[config.mk]
export PLATFORM = sky130hd
export DESIGN_NAME = value_domain_filter
export DESIGN_NICKNAME = d
export VERILOG_FILES = /design/src/vdf_pkg.sv /design/src/value_domain_filter.sv /design/src/vdf_ram.sv /design/src/vdf_bitpos.sv
export SDC_FILE = /design/constraint.sdc
export NUM_CORES = 2
export LEC_CHECK = 0
export BUFFER_PORTS_ARGS = -buffer_cell sky130_fd_sc_hd__buf_4
export CAP_MARGIN = 40
export CORE_MARGIN = 4
export CORE_UTILIZATION = 60
export DETAILED_ROUTE_END_ITERATION = 8
export GPL_TIMING_DRIVEN = 0
export PLACE_DENSITY = 0.75
export SKIP_LAST_GASP = 1
export SLEW_MARGIN = 0
export SYNTH_ARGS = -nofsm -noshare
export SYNTH_HDL_FRONTEND = slang
export SYNTH_SLANG_ARGS = --single-unit
[constraint.sdc]
create_clock -name i_clk -period 13.8 [get_ports i_clk]
set_clock_uncertainty 0.2 [all_clocks]
set_input_delay 2.76 -clock i_clk [delete_from_list [all_inputs] [get_ports i_clk]]
set_output_delay 2.76 -clock i_clk [all_outputs]
set_load 0.01 [all_outputs]
[src/vdf_pkg.sv]
// vdf_pkg: beat types, request codes and controller states of the value
// domain filter. No dependencies; every module of the block imports it.
package vdf_pkg;

    localparam int VALUE_W = 64;
    localparam logic [VALUE_W-1:0] ALL_ONES = {VALUE_W{1'b1}};

    typedef enum logic [1:0] {
        REQ_ADD   = 2'd0,
        REQ_PROBE = 2'd1,
        REQ_CLEAR = 2'd2,
        REQ_FILL  = 2'd3
    } t_req_e;

    typedef enum logic [3:0] {
        S_INIT,
        S_IDLE,
        S_POS,
        S_ADD_WR,
        S_SCAN,
        S_SUM,
        S_CHECK,
        S_SWEEP,
        S_DONE
    } t_state_e;

    typedef struct packed {
        logic [1:0]         req_type;
        logic [VALUE_W-1:0] value;
    } t_in_beat;

    typedef struct packed {
        logic               could_qualify;
        logic [VALUE_W-1:0] next_value;
        logic               found;
        logic [VALUE_W-1:0] lower_bound;
        logic [VALUE_W-1:0] upper_bound;
    } t_out_beat;

endpackage

[src/value_domain_filter.sv]
// value_domain_filter: bounds plus hashed presence bitmap over 64-bit values.
// Depends on vdf_pkg, vdf_bitpos and vdf_ram.
//
// Usage: one input channel (i_in_valid/o_in_ready, payload i_in) carries
// add, probe, clear and fill requests; one output channel
// (o_out_valid/i_out_ready, payload o_out) returns exactly one result beat
// per request, in order. Items are worked one at a time; the bitmap lives
// in a single RAM with registered read data.
// Steps per request, with M = MAP_WORDS; the bit is located iteratively
// when M*WORD_BITS is not a power of two:
//   add        locate the bit, read its word, write it back with the bit set
//   probe      locate the bit, scan one bitmap word per cycle over up to
//              M + 1 words, then add the distance and check the upper bound
//   clear/fill write one word per cycle over all M words
// A new request is taken in the cycle after the previous result is handed to
// the output register, so a stalled receiver holds at most one result and
// the next request still goes ahead; it stalls at that next result.
// After reset the block sweeps all M bitmap words to zero with
// o_in_ready low; bounds reset to the empty domain at once.
module value_domain_filter
    import vdf_pkg::*;
#(
    parameter int MAP_WORDS = 16,
    parameter int WORD_BITS = 64
) (
    input  logic      i_clk,
    input  logic      i_rst_n,
    input  logic      i_in_valid,
    output logic      o_in_ready,
    input  t_in_beat  i_in,
    output logic      o_out_valid,
    input  logic      i_out_ready,
    output t_out_beat o_out
);

    localparam int SLOT_W = (MAP_WORDS > 1) ? $clog2(MAP_WORDS) : 1;
    localparam int OFS_W  = $clog2(WORD_BITS);
    localparam int KW     = $clog2(MAP_WORDS + 2);
    localparam int DIST_W = $clog2((MAP_WORDS + 1) * WORD_BITS + 1);
    localparam logic [SLOT_W-1:0] LAST_SLOT = SLOT_W'(MAP_WORDS - 1);
    localparam logic [KW-1:0]     K_LAST    = KW'(MAP_WORDS);
    localparam logic [DIST_W-1:0] W_STEP    = DIST_W'(WORD_BITS);

    t_state_e           r_state, n_state;
    logic [1:0]         r_req;
    logic [VALUE_W-1:0] r_low, r_high, r_cval;
    logic               r_below;
    logic [SLOT_W-1:0]  r_addr;
    logic               r_sweep_ones;
    logic [KW-1:0]      r_iss_k, r_dat_k;
    logic [DIST_W-1:0]  r_iss_base, r_dat_base, r_dist;
    logic               r_dat_vld;
    logic [VALUE_W:0]   r_sum;
    logic               r_qual, r_found;
    logic [VALUE_W-1:0] r_next;
    t_out_beat          r_out;
    logic               r_out_valid;

    logic               acc, in_below, in_above, pos_start, pos_done, over, out_free;
    logic [VALUE_W-1:0] pos_value;
    logic [SLOT_W-1:0]  pos_slot;
    logic [OFS_W-1:0]   pos_ofs;

    logic                 ram_we, ram_re;
    logic [SLOT_W-1:0]    ram_waddr, ram_raddr;
    logic [WORD_BITS-1:0] ram_wdata, ram_rdata;

    logic                 scan_more, scan_hit;
    logic [WORD_BITS-1:0] scan_below, scan_bits;
    logic [OFS_W-1:0]     scan_p;
    logic [DIST_W-1:0]    scan_dist;

    assign o_in_ready = (r_state == S_IDLE);
    assign acc        = i_in_valid && o_in_ready;
    assign in_below   = i_in.value < r_low;
    assign in_above   = i_in.value > r_high;
    // Clamp a probe to the lower bound before locating its bit.
    assign pos_value  = (i_in.req_type == REQ_PROBE && in_below) ? r_low : i_in.value;
    assign pos_start  = acc && (i_in.req_type == REQ_ADD || i_in.req_type == REQ_PROBE);
    assign over       = r_cval > r_high;
    assign out_free   = !r_out_valid || i_out_ready;

    vdf_bitpos #(
        .MAP_WORDS(MAP_WORDS),
        .WORD_BITS(WORD_BITS)
    ) u_bitpos (
        .i_clk  (i_clk),
        .i_rst_n(i_rst_n),
        .i_start(pos_start),
        .i_value(pos_value),
        .o_done (pos_done),
        .o_slot (pos_slot),
        .o_ofs  (pos_ofs)
    );

    vdf_ram #(
        .WIDTH(WORD_BITS),
        .DEPTH(MAP_WORDS)
    ) u_map (
        .i_clk  (i_clk),
        .i_we   (ram_we),
        .i_waddr(ram_waddr),
        .i_wdata(ram_wdata),
        .i_re   (ram_re),
        .i_raddr(ram_raddr),
        .o_rdata(ram_rdata)
    );

    // Scan datapath: mask the first word from the offset up, the wrapped
    // last word below the offset, then take the lowest set bit.
    assign scan_more  = r_iss_k <= K_LAST;
    assign scan_below = ~({WORD_BITS{1'b1}} << pos_ofs);

    always_comb begin
        scan_bits = ram_rdata;
        if (r_dat_k == '0) begin
            scan_bits = scan_bits & ~scan_below;
        end
        if (r_dat_k == K_LAST) begin
            scan_bits = scan_bits & scan_below;
        end
    end

    assign scan_hit = r_dat_vld && (|scan_bits);

    always_comb begin
        scan_p = '0;
        for (int i = WORD_BITS - 1; i >= 0; i--) begin
            if (scan_bits[i]) begin
                scan_p = OFS_W'(i);
            end
        end
    end

    assign scan_dist = r_dat_base + DIST_W'(scan_p) - DIST_W'(pos_ofs);

    // Next state.
    always_comb begin
        n_state = r_state;
        case (r_state)
            S_INIT: begin
                if (r_addr == LAST_SLOT) n_state = S_IDLE;
            end
            S_IDLE: begin
                if (acc) begin
                    case (i_in.req_type)
                        REQ_ADD, REQ_PROBE: n_state = S_POS;
                        default:            n_state = S_SWEEP;
                    endcase
                end
            end
            S_POS: begin
                if (pos_done) begin
                    if (r_req == REQ_ADD) n_state = S_ADD_WR;
                    else if (over)        n_state = S_DONE;
                    else                  n_state = S_SCAN;
                end
            end
            S_ADD_WR: n_state = S_DONE;
            S_SCAN: begin
                if (scan_hit)                              n_state = S_SUM;
                else if (r_dat_vld && r_dat_k == K_LAST)   n_state = S_DONE;
            end
            S_SUM:   n_state = S_CHECK;
            S_CHECK: n_state = S_DONE;
            S_SWEEP: begin
                if (r_addr == LAST_SLOT) n_state = S_DONE;
            end
            S_DONE: begin
                if (out_free) n_state = S_IDLE;
            end
            default: n_state = S_IDLE;
        endcase
    end

    // Memory controls per state.
    always_comb begin
        ram_we    = 1'b0;
        ram_waddr = r_addr;
        ram_wdata = '0;
        ram_re    = 1'b0;
        ram_raddr = r_addr;
        case (r_state)
            S_INIT, S_SWEEP: begin
                ram_we    = 1'b1;
                ram_wdata = r_sweep_ones ? {WORD_BITS{1'b1}} : '0;
            end
            S_POS: begin
                if (pos_done && r_req == REQ_ADD) begin
                    ram_re    = 1'b1;
                    ram_raddr = pos_slot;
                end
            end
            S_ADD_WR: begin
                ram_we    = 1'b1;
                ram_waddr = pos_slot;
                ram_wdata = ram_rdata | (WORD_BITS'(1) << pos_ofs);
            end
            S_SCAN: begin
                ram_re = scan_more;
            end
            default: ;
        endcase
    end

    // Control registers.
    always_ff @(posedge i_clk) begin
        if (!i_rst_n) begin
            r_state      <= S_INIT;
            r_addr       <= '0;
            r_sweep_ones <= 1'b0;
            r_low        <= ALL_ONES;
            r_high       <= '0;
            r_out_valid  <= 1'b0;
            r_dat_vld    <= 1'b0;
            r_iss_k      <= '0;
        end else begin
            r_state   <= n_state;
            r_dat_vld <= (r_state == S_SCAN) && scan_more;
            case (r_state)
                S_INIT, S_SWEEP: begin
                    r_addr <= r_addr + 1'b1;
                end
                S_IDLE: begin
                    if (acc) begin
                        case (i_in.req_type)
                            REQ_ADD: begin
                                if (in_below) r_low  <= i_in.value;
                                if (in_above) r_high <= i_in.value;
                            end
                            REQ_CLEAR: begin
                                r_low        <= ALL_ONES;
                                r_high       <= '0;
                                r_addr       <= '0;
                                r_sweep_ones <= 1'b0;
                            end
                            REQ_FILL: begin
                                r_low        <= '0;
                                r_high       <= ALL_ONES;
                                r_addr       <= '0;
                                r_sweep_ones <= 1'b1;
                            end
                            default: ;
                        endcase
                    end
                end
                S_POS: begin
                    r_addr  <= pos_slot;
                    r_iss_k <= '0;
                end
                S_SCAN: begin
                    if (scan_more) begin
                        r_addr  <= (r_addr == LAST_SLOT) ? '0 : r_addr + 1'b1;
                        r_iss_k <= r_iss_k + 1'b1;
                    end
                end
                default: ;
            endcase
            if (r_state == S_DONE && out_free) begin
                r_out_valid <= 1'b1;
            end else if (i_out_ready) begin
                r_out_valid <= 1'b0;
            end
        end
    end

    // Payload registers.
    always_ff @(posedge i_clk) begin
        case (r_state)
            S_IDLE: begin
                if (acc) begin
                    r_req   <= i_in.req_type;
                    r_cval  <= pos_value;
                    r_below <= in_below;
                    r_qual  <= 1'b0;
                    r_found <= 1'b0;
                    r_next  <= '0;
                end
            end
            S_POS: begin
                r_iss_base <= '0;
                if (pos_done && r_req == REQ_PROBE && over) begin
                    r_next <= ALL_ONES;
                end
            end
            S_SCAN: begin
                if (scan_more) begin
                    r_iss_base <= r_iss_base + W_STEP;
                end
                r_dat_k    <= r_iss_k;
                r_dat_base <= r_iss_base;
                if (r_dat_vld && r_dat_k == '0) begin
                    r_qual <= !r_below && ram_rdata[pos_ofs];
                end
                if (scan_hit) begin
                    r_dist <= scan_dist;
                end else if (r_dat_vld && r_dat_k == K_LAST) begin
                    r_next <= ALL_ONES;
                end
            end
            S_SUM: begin
                r_sum <= {1'b0, r_cval} + (VALUE_W+1)'(r_dist);
            end
            S_CHECK: begin
                // Drop candidates that overflow or pass the upper bound.
                if (!r_sum[VALUE_W] && r_sum[VALUE_W-1:0] <= r_high) begin
                    r_next  <= r_sum[VALUE_W-1:0];
                    r_found <= 1'b1;
                end else begin
                    r_next <= ALL_ONES;
                end
            end
            S_DONE: begin
                if (out_free) begin
                    r_out.could_qualify <= r_qual;
                    r_out.next_value    <= r_next;
                    r_out.found         <= r_found;
                    r_out.lower_bound   <= r_low;
                    r_out.upper_bound   <= r_high;
                end
            end
            default: ;
        endcase
    end

    assign o_out_valid = r_out_valid;
    assign o_out       = r_out;

`ifndef ASSERT_OFF
    a_pos_in_state: assert property (@(posedge i_clk) disable iff (!i_rst_n)
        pos_done |-> (r_state == S_POS))
        else $error("bit position ready outside its wait state");

    a_scan_bound: assert property (@(posedge i_clk) disable iff (!i_rst_n)
        (r_state == S_SCAN) |-> (r_iss_k <= KW'(MAP_WORDS + 1)))
        else $error("scan ran past the wrapped word");

    a_found_in_bounds: assert property (@(posedge i_clk) disable iff (!i_rst_n)
        (r_state == S_DONE && r_found) |-> (r_next <= r_high && r_next >= r_low))
        else $error("candidate outside the bounds");

    a_no_write_in_scan: assert property (@(posedge i_clk) disable iff (!i_rst_n)
        (r_state == S_SCAN || r_state == S_POS) |-> !ram_we)
        else $error("bitmap written during a probe");

    a_out_found: assert property (@(posedge i_clk) disable iff (!i_rst_n)
        (o_out_valid && o_out.found) |-> (o_out.next_value >= o_out.lower_bound))
        else $error("result candidate below the lower bound");
`endif

endmodule

[src/vdf_ram.sv]
// vdf_ram: generic single-write, single-read memory with registered read data.
// Uses vdf_pkg for nothing but house consistency of the project.
module vdf_ram
    import vdf_pkg::*;
#(
    parameter int WIDTH = 64,
    parameter int DEPTH = 16
) (
    input  logic                                  i_clk,
    input  logic                                  i_we,
    input  logic [((DEPTH > 1) ? $clog2(DEPTH) : 1)-1:0] i_waddr,
    input  logic [WIDTH-1:0]                      i_wdata,
    input  logic                                  i_re,
    input  logic [((DEPTH > 1) ? $clog2(DEPTH) : 1)-1:0] i_raddr,
    output logic [WIDTH-1:0]                      o_rdata
);

    logic [WIDTH-1:0] r_mem [0:DEPTH-1];
    logic [WIDTH-1:0] r_rdata;

    always_ff @(posedge i_clk) begin
        if (i_we) begin
            r_mem[i_waddr] <= i_wdata;
        end
        if (i_re) begin
            r_rdata <= r_mem[i_raddr];
        end
    end

    assign o_rdata = r_rdata;

endmodule

[src/vdf_bitpos.sv]
// vdf_bitpos: splits a 64-bit value into bitmap word index and bit offset
// (value mod MAP_WORDS*WORD_BITS). Depends on vdf_pkg for VALUE_W.
module vdf_bitpos
    import vdf_pkg::*;
#(
    parameter int MAP_WORDS = 16,
    parameter int WORD_BITS = 64
) (
    input  logic                         i_clk,
    input  logic                         i_rst_n,
    input  logic                         i_start,
    input  logic [VALUE_W-1:0]           i_value,
    output logic                         o_done,
    output logic [((MAP_WORDS > 1) ? $clog2(MAP_WORDS) : 1)-1:0] o_slot,
    output logic [$clog2(WORD_BITS)-1:0] o_ofs
);

    localparam int SLOT_W = (MAP_WORDS > 1) ? $clog2(MAP_WORDS) : 1;
    localparam int OFS_W  = $clog2(WORD_BITS);
    localparam bit POW2   = ((1 << $clog2(MAP_WORDS)) == MAP_WORDS) &&
                            ((1 << OFS_W) == WORD_BITS);
    localparam int DIGIT_BITS = 4;
    localparam int N_STEPS    = VALUE_W / DIGIT_BITS;
    localparam int CNT_W      = $clog2(N_STEPS);

    logic              r_done;
    logic [SLOT_W-1:0] r_slot;
    logic [OFS_W-1:0]  r_ofs;

    generate
        if (POW2) begin : g_slice
            localparam logic [SLOT_W-1:0] SLOT_MASK = SLOT_W'(MAP_WORDS - 1);

            always_ff @(posedge i_clk) begin
                if (!i_rst_n) begin
                    r_done <= 1'b0;
                end else begin
                    r_done <= i_start;
                end
                if (i_start) begin
                    r_slot <= SLOT_W'(i_value >> OFS_W) & SLOT_MASK;
                    r_ofs  <= i_value[OFS_W-1:0];
                end
            end
        end else begin : g_iter
            logic               r_busy;
            logic [CNT_W-1:0]   r_cnt;
            logic [VALUE_W-1:0] r_shift;
            logic [SLOT_W-1:0]  n_slot;
            logic [OFS_W-1:0]   n_ofs;

            // Restoring remainder, four value bits per cycle, MSB first.
            always_comb begin
                logic [OFS_W:0]  o2;
                logic [SLOT_W:0] s2;
                logic            carry;
                n_slot = r_slot;
                n_ofs  = r_ofs;
                for (int j = 0; j < DIGIT_BITS; j++) begin
                    o2    = {n_ofs, r_shift[VALUE_W-1-j]};
                    carry = 1'b0;
                    if (o2 >= (OFS_W+1)'(WORD_BITS)) begin
                        o2    = o2 - (OFS_W+1)'(WORD_BITS);
                        carry = 1'b1;
                    end
                    s2 = {n_slot, carry};
                    if (s2 >= (SLOT_W+1)'(MAP_WORDS)) begin
                        s2 = s2 - (SLOT_W+1)'(MAP_WORDS);
                    end
                    n_ofs  = o2[OFS_W-1:0];
                    n_slot = s2[SLOT_W-1:0];
                end
            end

            always_ff @(posedge i_clk) begin
                if (!i_rst_n) begin
                    r_busy <= 1'b0;
                    r_done <= 1'b0;
                    r_cnt  <= '0;
                end else begin
                    r_done <= 1'b0;
                    if (i_start) begin
                        r_busy <= 1'b1;
                        r_cnt  <= '0;
                    end else if (r_busy) begin
                        r_cnt <= r_cnt + 1'b1;
                        if (r_cnt == CNT_W'(N_STEPS - 1)) begin
                            r_busy <= 1'b0;
                            r_done <= 1'b1;
                        end
                    end
                end
                if (i_start) begin
                    r_shift <= i_value;
                    r_slot  <= '0;
                    r_ofs   <= '0;
                end else if (r_busy) begin
                    r_shift <= r_shift << DIGIT_BITS;
                    r_slot  <= n_slot;
                    r_ofs   <= n_ofs;
                end
            end
        end
    endgenerate

    assign o_done = r_done;
    assign o_slot = r_slot;
    assign o_ofs  = r_ofs;

endmodule
==> flow_summary.ini <==
[cts]
clkSinkCount = 1661
clk_pin_slew_ns = 0.06
cts_root_buf = clkbuf_16
cts_max_path_buffers = 3
post_cts_resized = 0
htreeDepth = 4
numCtsBuffers = 164
cts_setup_buffers = 0
cts_tree = built
clkLatencyLatePin_ns = 0.81
cts_hold_buffers = 0

[logic_synthesis]
syn_nets = 5345
yosys_register_bits = 1661
netlist-cell-type-count = 107
syn_inst = 4988
ys.flop_type = edfxtp_1
yosysSeqAreaShare = 0.6513
syn_avg_cell_area_um2 = 14.91
yosysWarnings = 0
synth_edf_count = 1516
async_reset_ff_frac = 0
syn_area_mm2 = 0.07435

[critical_path]
path_delay_family = compound AO/OA/AOI/OAI gates
rr_worst_depth = 24
crit_arrival_ns = 7.76
crit_path_start_kind = flip-flop
path_depth = 24
crit_fanout = 10
worst_path_max_delay_cell = nor4_2
required_ns = 14.13
max_stage_delay_ns = 0.72
critPathBufInv = 5
path_class = flip-flop to flip-flop
r2r_setup_slack_ns = 6.36
crit_end = r_dist[10]$_DFFE_PP_
cp-startpoint = r_dat_k[1]$_DFFE_PP_
end_kind = flip-flop
rr_endpoint = r_dist[10]$_DFFE_PP_
worstPathCellList = nor4_2, buf_2, buf_1, clkbuf_1, buf_6, a21boi_0, o2111ai_1, a31oi_1, o2111ai_1, a21o_1, a21oi_1, o21ai_1, ha_1, inv_1, ha_1, a21o_1, a21oi_1, o21bai_1, a21oi_1, o21bai_1, a21oi_1, o21bai_1, a21oi_1, xnor2_1
path_common_cell = a21oi_1
rr_startpoint = r_dat_k[1]$_DFFE_PP_

[cells_and_area]
drive_gt1_frac = 0.2042
final_nets = 5949
design_area_mm2 = 0.08603
fill_cells = 7948
n_antenna_cell = 0
area_growth_pct = 15.70

[status]
status = completed

[placement]
placed_cell_area_mm2 = 0.08077
hpwl_um = 161000
portBuffers = 264
gp_congestion = 1.008
place_worst_setup_slack_ns = 6.396

[grt]
grt_pass1_wl_um = 336700
gr-total-overflow = 0
grt_max_degree = 70
grt_use_total = 0.3546
first_global_vias = 49360
antenna_found_initial = 7

[sta]
setup_viol = 0
fin_tns_setup_ns = 0
tightest_slew_ns = 1.040
max_slew_margin = 0.3067
fin_ws_ns = 6.364
fmax_mhz = 134.5
period_minus_slack_ns = 7.436
final-hold-violation-count = 0
slew_violations = 0
min_period_over_period = 0.5389
fin_hold_ws_ns = 0.2125
rsz0062_at_grt = no

[power]
power_frac_comb = 0.211
powerDensity_mw_per_mm2 = 155.7
p_sw_frac = 0.2831
seqPwrFrac = 0.462
switching_power_mw = 3.791
p_int_mw = 9.600
vdd_drop_max_uv = 193.8
finalPower_mw = 13.39
power_leakage_nw = 32.70
clkPwrFrac = 0.327

[floorplanning]
core_mm2 = 0.1224
start_util = 0.6077
dieArea_mm2 = 0.1296
num_rows = 128
dieHeight_um = 360.0
die_w_um = 360.0
io_pins = 266

[route]
viasPerCell = 6.726
num_vias = 49440
wl_per_cell_um = 31.42
drc = 0
drt-pass1-iter-count = 6
wirelength_um = 230900
drtAntennaViolNets = 0
drtIter0Drc = 6422

[min_path]
hp-class = flip-flop to flip-flop

[run]
max_cap_violations = 0
==> how the worst min path moves through the flow <==
| stage | depth (start not counted) | endpoint | startpoint |
|---|---|---|---|
| final | 0 | o_out[129]$_DFFE_PP_ | r_next[0]$_SDFFCE_PN0P_ |
| after floorplan | 0 | o_out[128]$_DFFE_PP_ | r_found$_DFFE_PP_ |
| after CTS | 0 | o_out[135]$_DFFE_PP_ | r_next[6]$_SDFFCE_PN0P_ |
| after detailed placement | 0 | o_out[129]$_DFFE_PP_ | r_next[0]$_SDFFCE_PN0P_ |
| after global placement | 0 | o_out[176]$_DFFE_PP_ | r_next[47]$_SDFFCE_PN0P_ |
| after global routing | 0 | o_out[191]$_DFFE_PP_ | r_next[62]$_SDFFCE_PN0P_ |
==> stage by stage <==
step | util | cells
after floorplan | - | 4988
after global placement | 0.6405 | 6877
after detailed placement | 0.6601 | 7047
after CTS | 0.7029 | 7346
after global routing | 0.7031 | 7350
final | 0.7031 | 7350
==> registers in the layout (all words and copies together), names as in the netlist, 11 cells and up <==
signal / count
o_out: 194
r_high: 64
r_low: 64
u_map.r_mem: 1024
r_next: 64
r_dist: 11
r_sum: 65
u_map.o_rdata: 64
r_cval: 64
==> cells in the final DEF, fill, tap and decap left out, types with 63 or more instances in the layout <==
master,n
edfxtp_1,1516
o211a_1,72
nor2_1,188
a21o_1,63
o21ai_0,257
a21oi_1,159
a31oi_1,170
clkbuf_16,167
buf_4,346
clkbuf_1,207
ha_1,285
dfxtp_1,145
mux4_2,277
nand3_1,85
buf_2,82
and2_1,79
a211oi_1,89
o21a_1,83
nand2_1,337
inv_1,178
==> kinds of logic after synthesis <==
family | count (synthesis) | synth area share
DFF | 1661 | 0.6513
AOI/OAI and AO/OA | 1159 | 0.1040
and+or+nand+nor | 970 | 0.06359
buffers and inverters | 467 | 0.02649
muxes | 351 | 0.09516
adders and majority gates | 287 | 0.04850
xor gates and xnor gates | 93 | 0.01096
==> cell usage after synthesis (all sizes together), types with 7 or more instances <==
master | n | area (µm²)
o311ai | 9 | 103.9
o21ai | 319 | 1600
o2111ai | 9 | 78.83
dfxtp | 145 | 2903
nor3b | 10 | 75.07
xnor2 | 62 | 543.0
nand2b | 19 | 118.9
inv | 180 | 675.6
nand4 | 52 | 337.8
a211o | 15 | 131.4
a31oi | 170 | 1064
o21bai | 9 | 67.56
nor3 | 38 | 195.2
nor2 | 207 | 800.8
o211a | 73 | 730.7
or3 | 9 | 56.30
a21o | 63 | 473.0
o211ai | 45 | 337.8
and2 | 79 | 494.2
edfxtp | 1516 | 45520
a221oi | 14 | 140.1
nor4 | 28 | 202.7
or2 | 10 | 62.56
nand3 | 85 | 425.4
a21boi | 12 | 90.08
and3 | 34 | 214.0
a311oi | 10 | 87.58
xor2 | 31 | 271.5
nor2b | 28 | 175.2
a211oi | 90 | 675.7
ha | 285 | 3566
and4 | 7 | 61.31
mux2 | 67 | 754.5
a21oi | 161 | 809.5
mux4 | 277 | 6238
buf | 113 | 640.6
nand2 | 338 | 1269
o21a | 83 | 623.1
clkbuf | 172 | 645.6
o31ai | 14 | 105.1
mux2i | 7 | 82.58
==> final cells by class <==
type,count,area [µm²],share of cell area
multi-input combinational,2860,24140,0.2806
buffer,285,1289,0.01498
timing repair buffer,438,4217,0.04902
inverter,182,685.7,0.007970
clock inverter,88,819.5,0.009527
clock buffer,211,4414,0.05131
sequential,1661,48430,0.5629
tap,1625,2033,0.02363
==> worst register-to-register path, cell delays in order, from the launching register on <==
cell,delay (ns)
edfxtp_1,0.40
nor4_2,0.72
buf_2,0.41
buf_1,0.66
clkbuf_1,0.50
buf_6,0.24
a21boi_0,0.11
o2111ai_1,0.21
a31oi_1,0.23
o2111ai_1,0.43
a21o_1,0.22
a21oi_1,0.17
o21ai_1,0.60
ha_1,0.27
inv_1,0.05
ha_1,0.18
a21o_1,0.18
a21oi_1,0.31
o21bai_1,0.15
a21oi_1,0.26
o21bai_1,0.09
a21oi_1,0.24
o21bai_1,0.09
a21oi_1,0.18
xnor2_1,0.09
==> layer usage <==
| metal | GRT usage | part of all wire | vias up | routed length (µm) |
|---|---|---|---|---|
| met3 | 0.06858 | 0.094 | 629 | 21770 |
| met5 | 0 | 0.00015 | - | 34 |
| met4 | 0.1981 | 0.064 | 4 | 14870 |
| met2 | 0.5703 | 0.48 | 3239 | 109900 |
| met1 | 0.4583 | 0.37 | 24690 | 84380 |
| li1 | - | - | 20880 | - |
==> power by group through the flow <==
stage	clock (mW)	combinational [mW]	sequential, mW
after CTS	4.42	2.81	6.18
after global routing	4.64	2.99	6.21
after global placement	0	2.50	6.35
after floorplan	0	1.71	6.24
after detailed placement	0	2.76	6.27
final	4.38	2.82	6.19
Power figures use the tool's default switching activity.
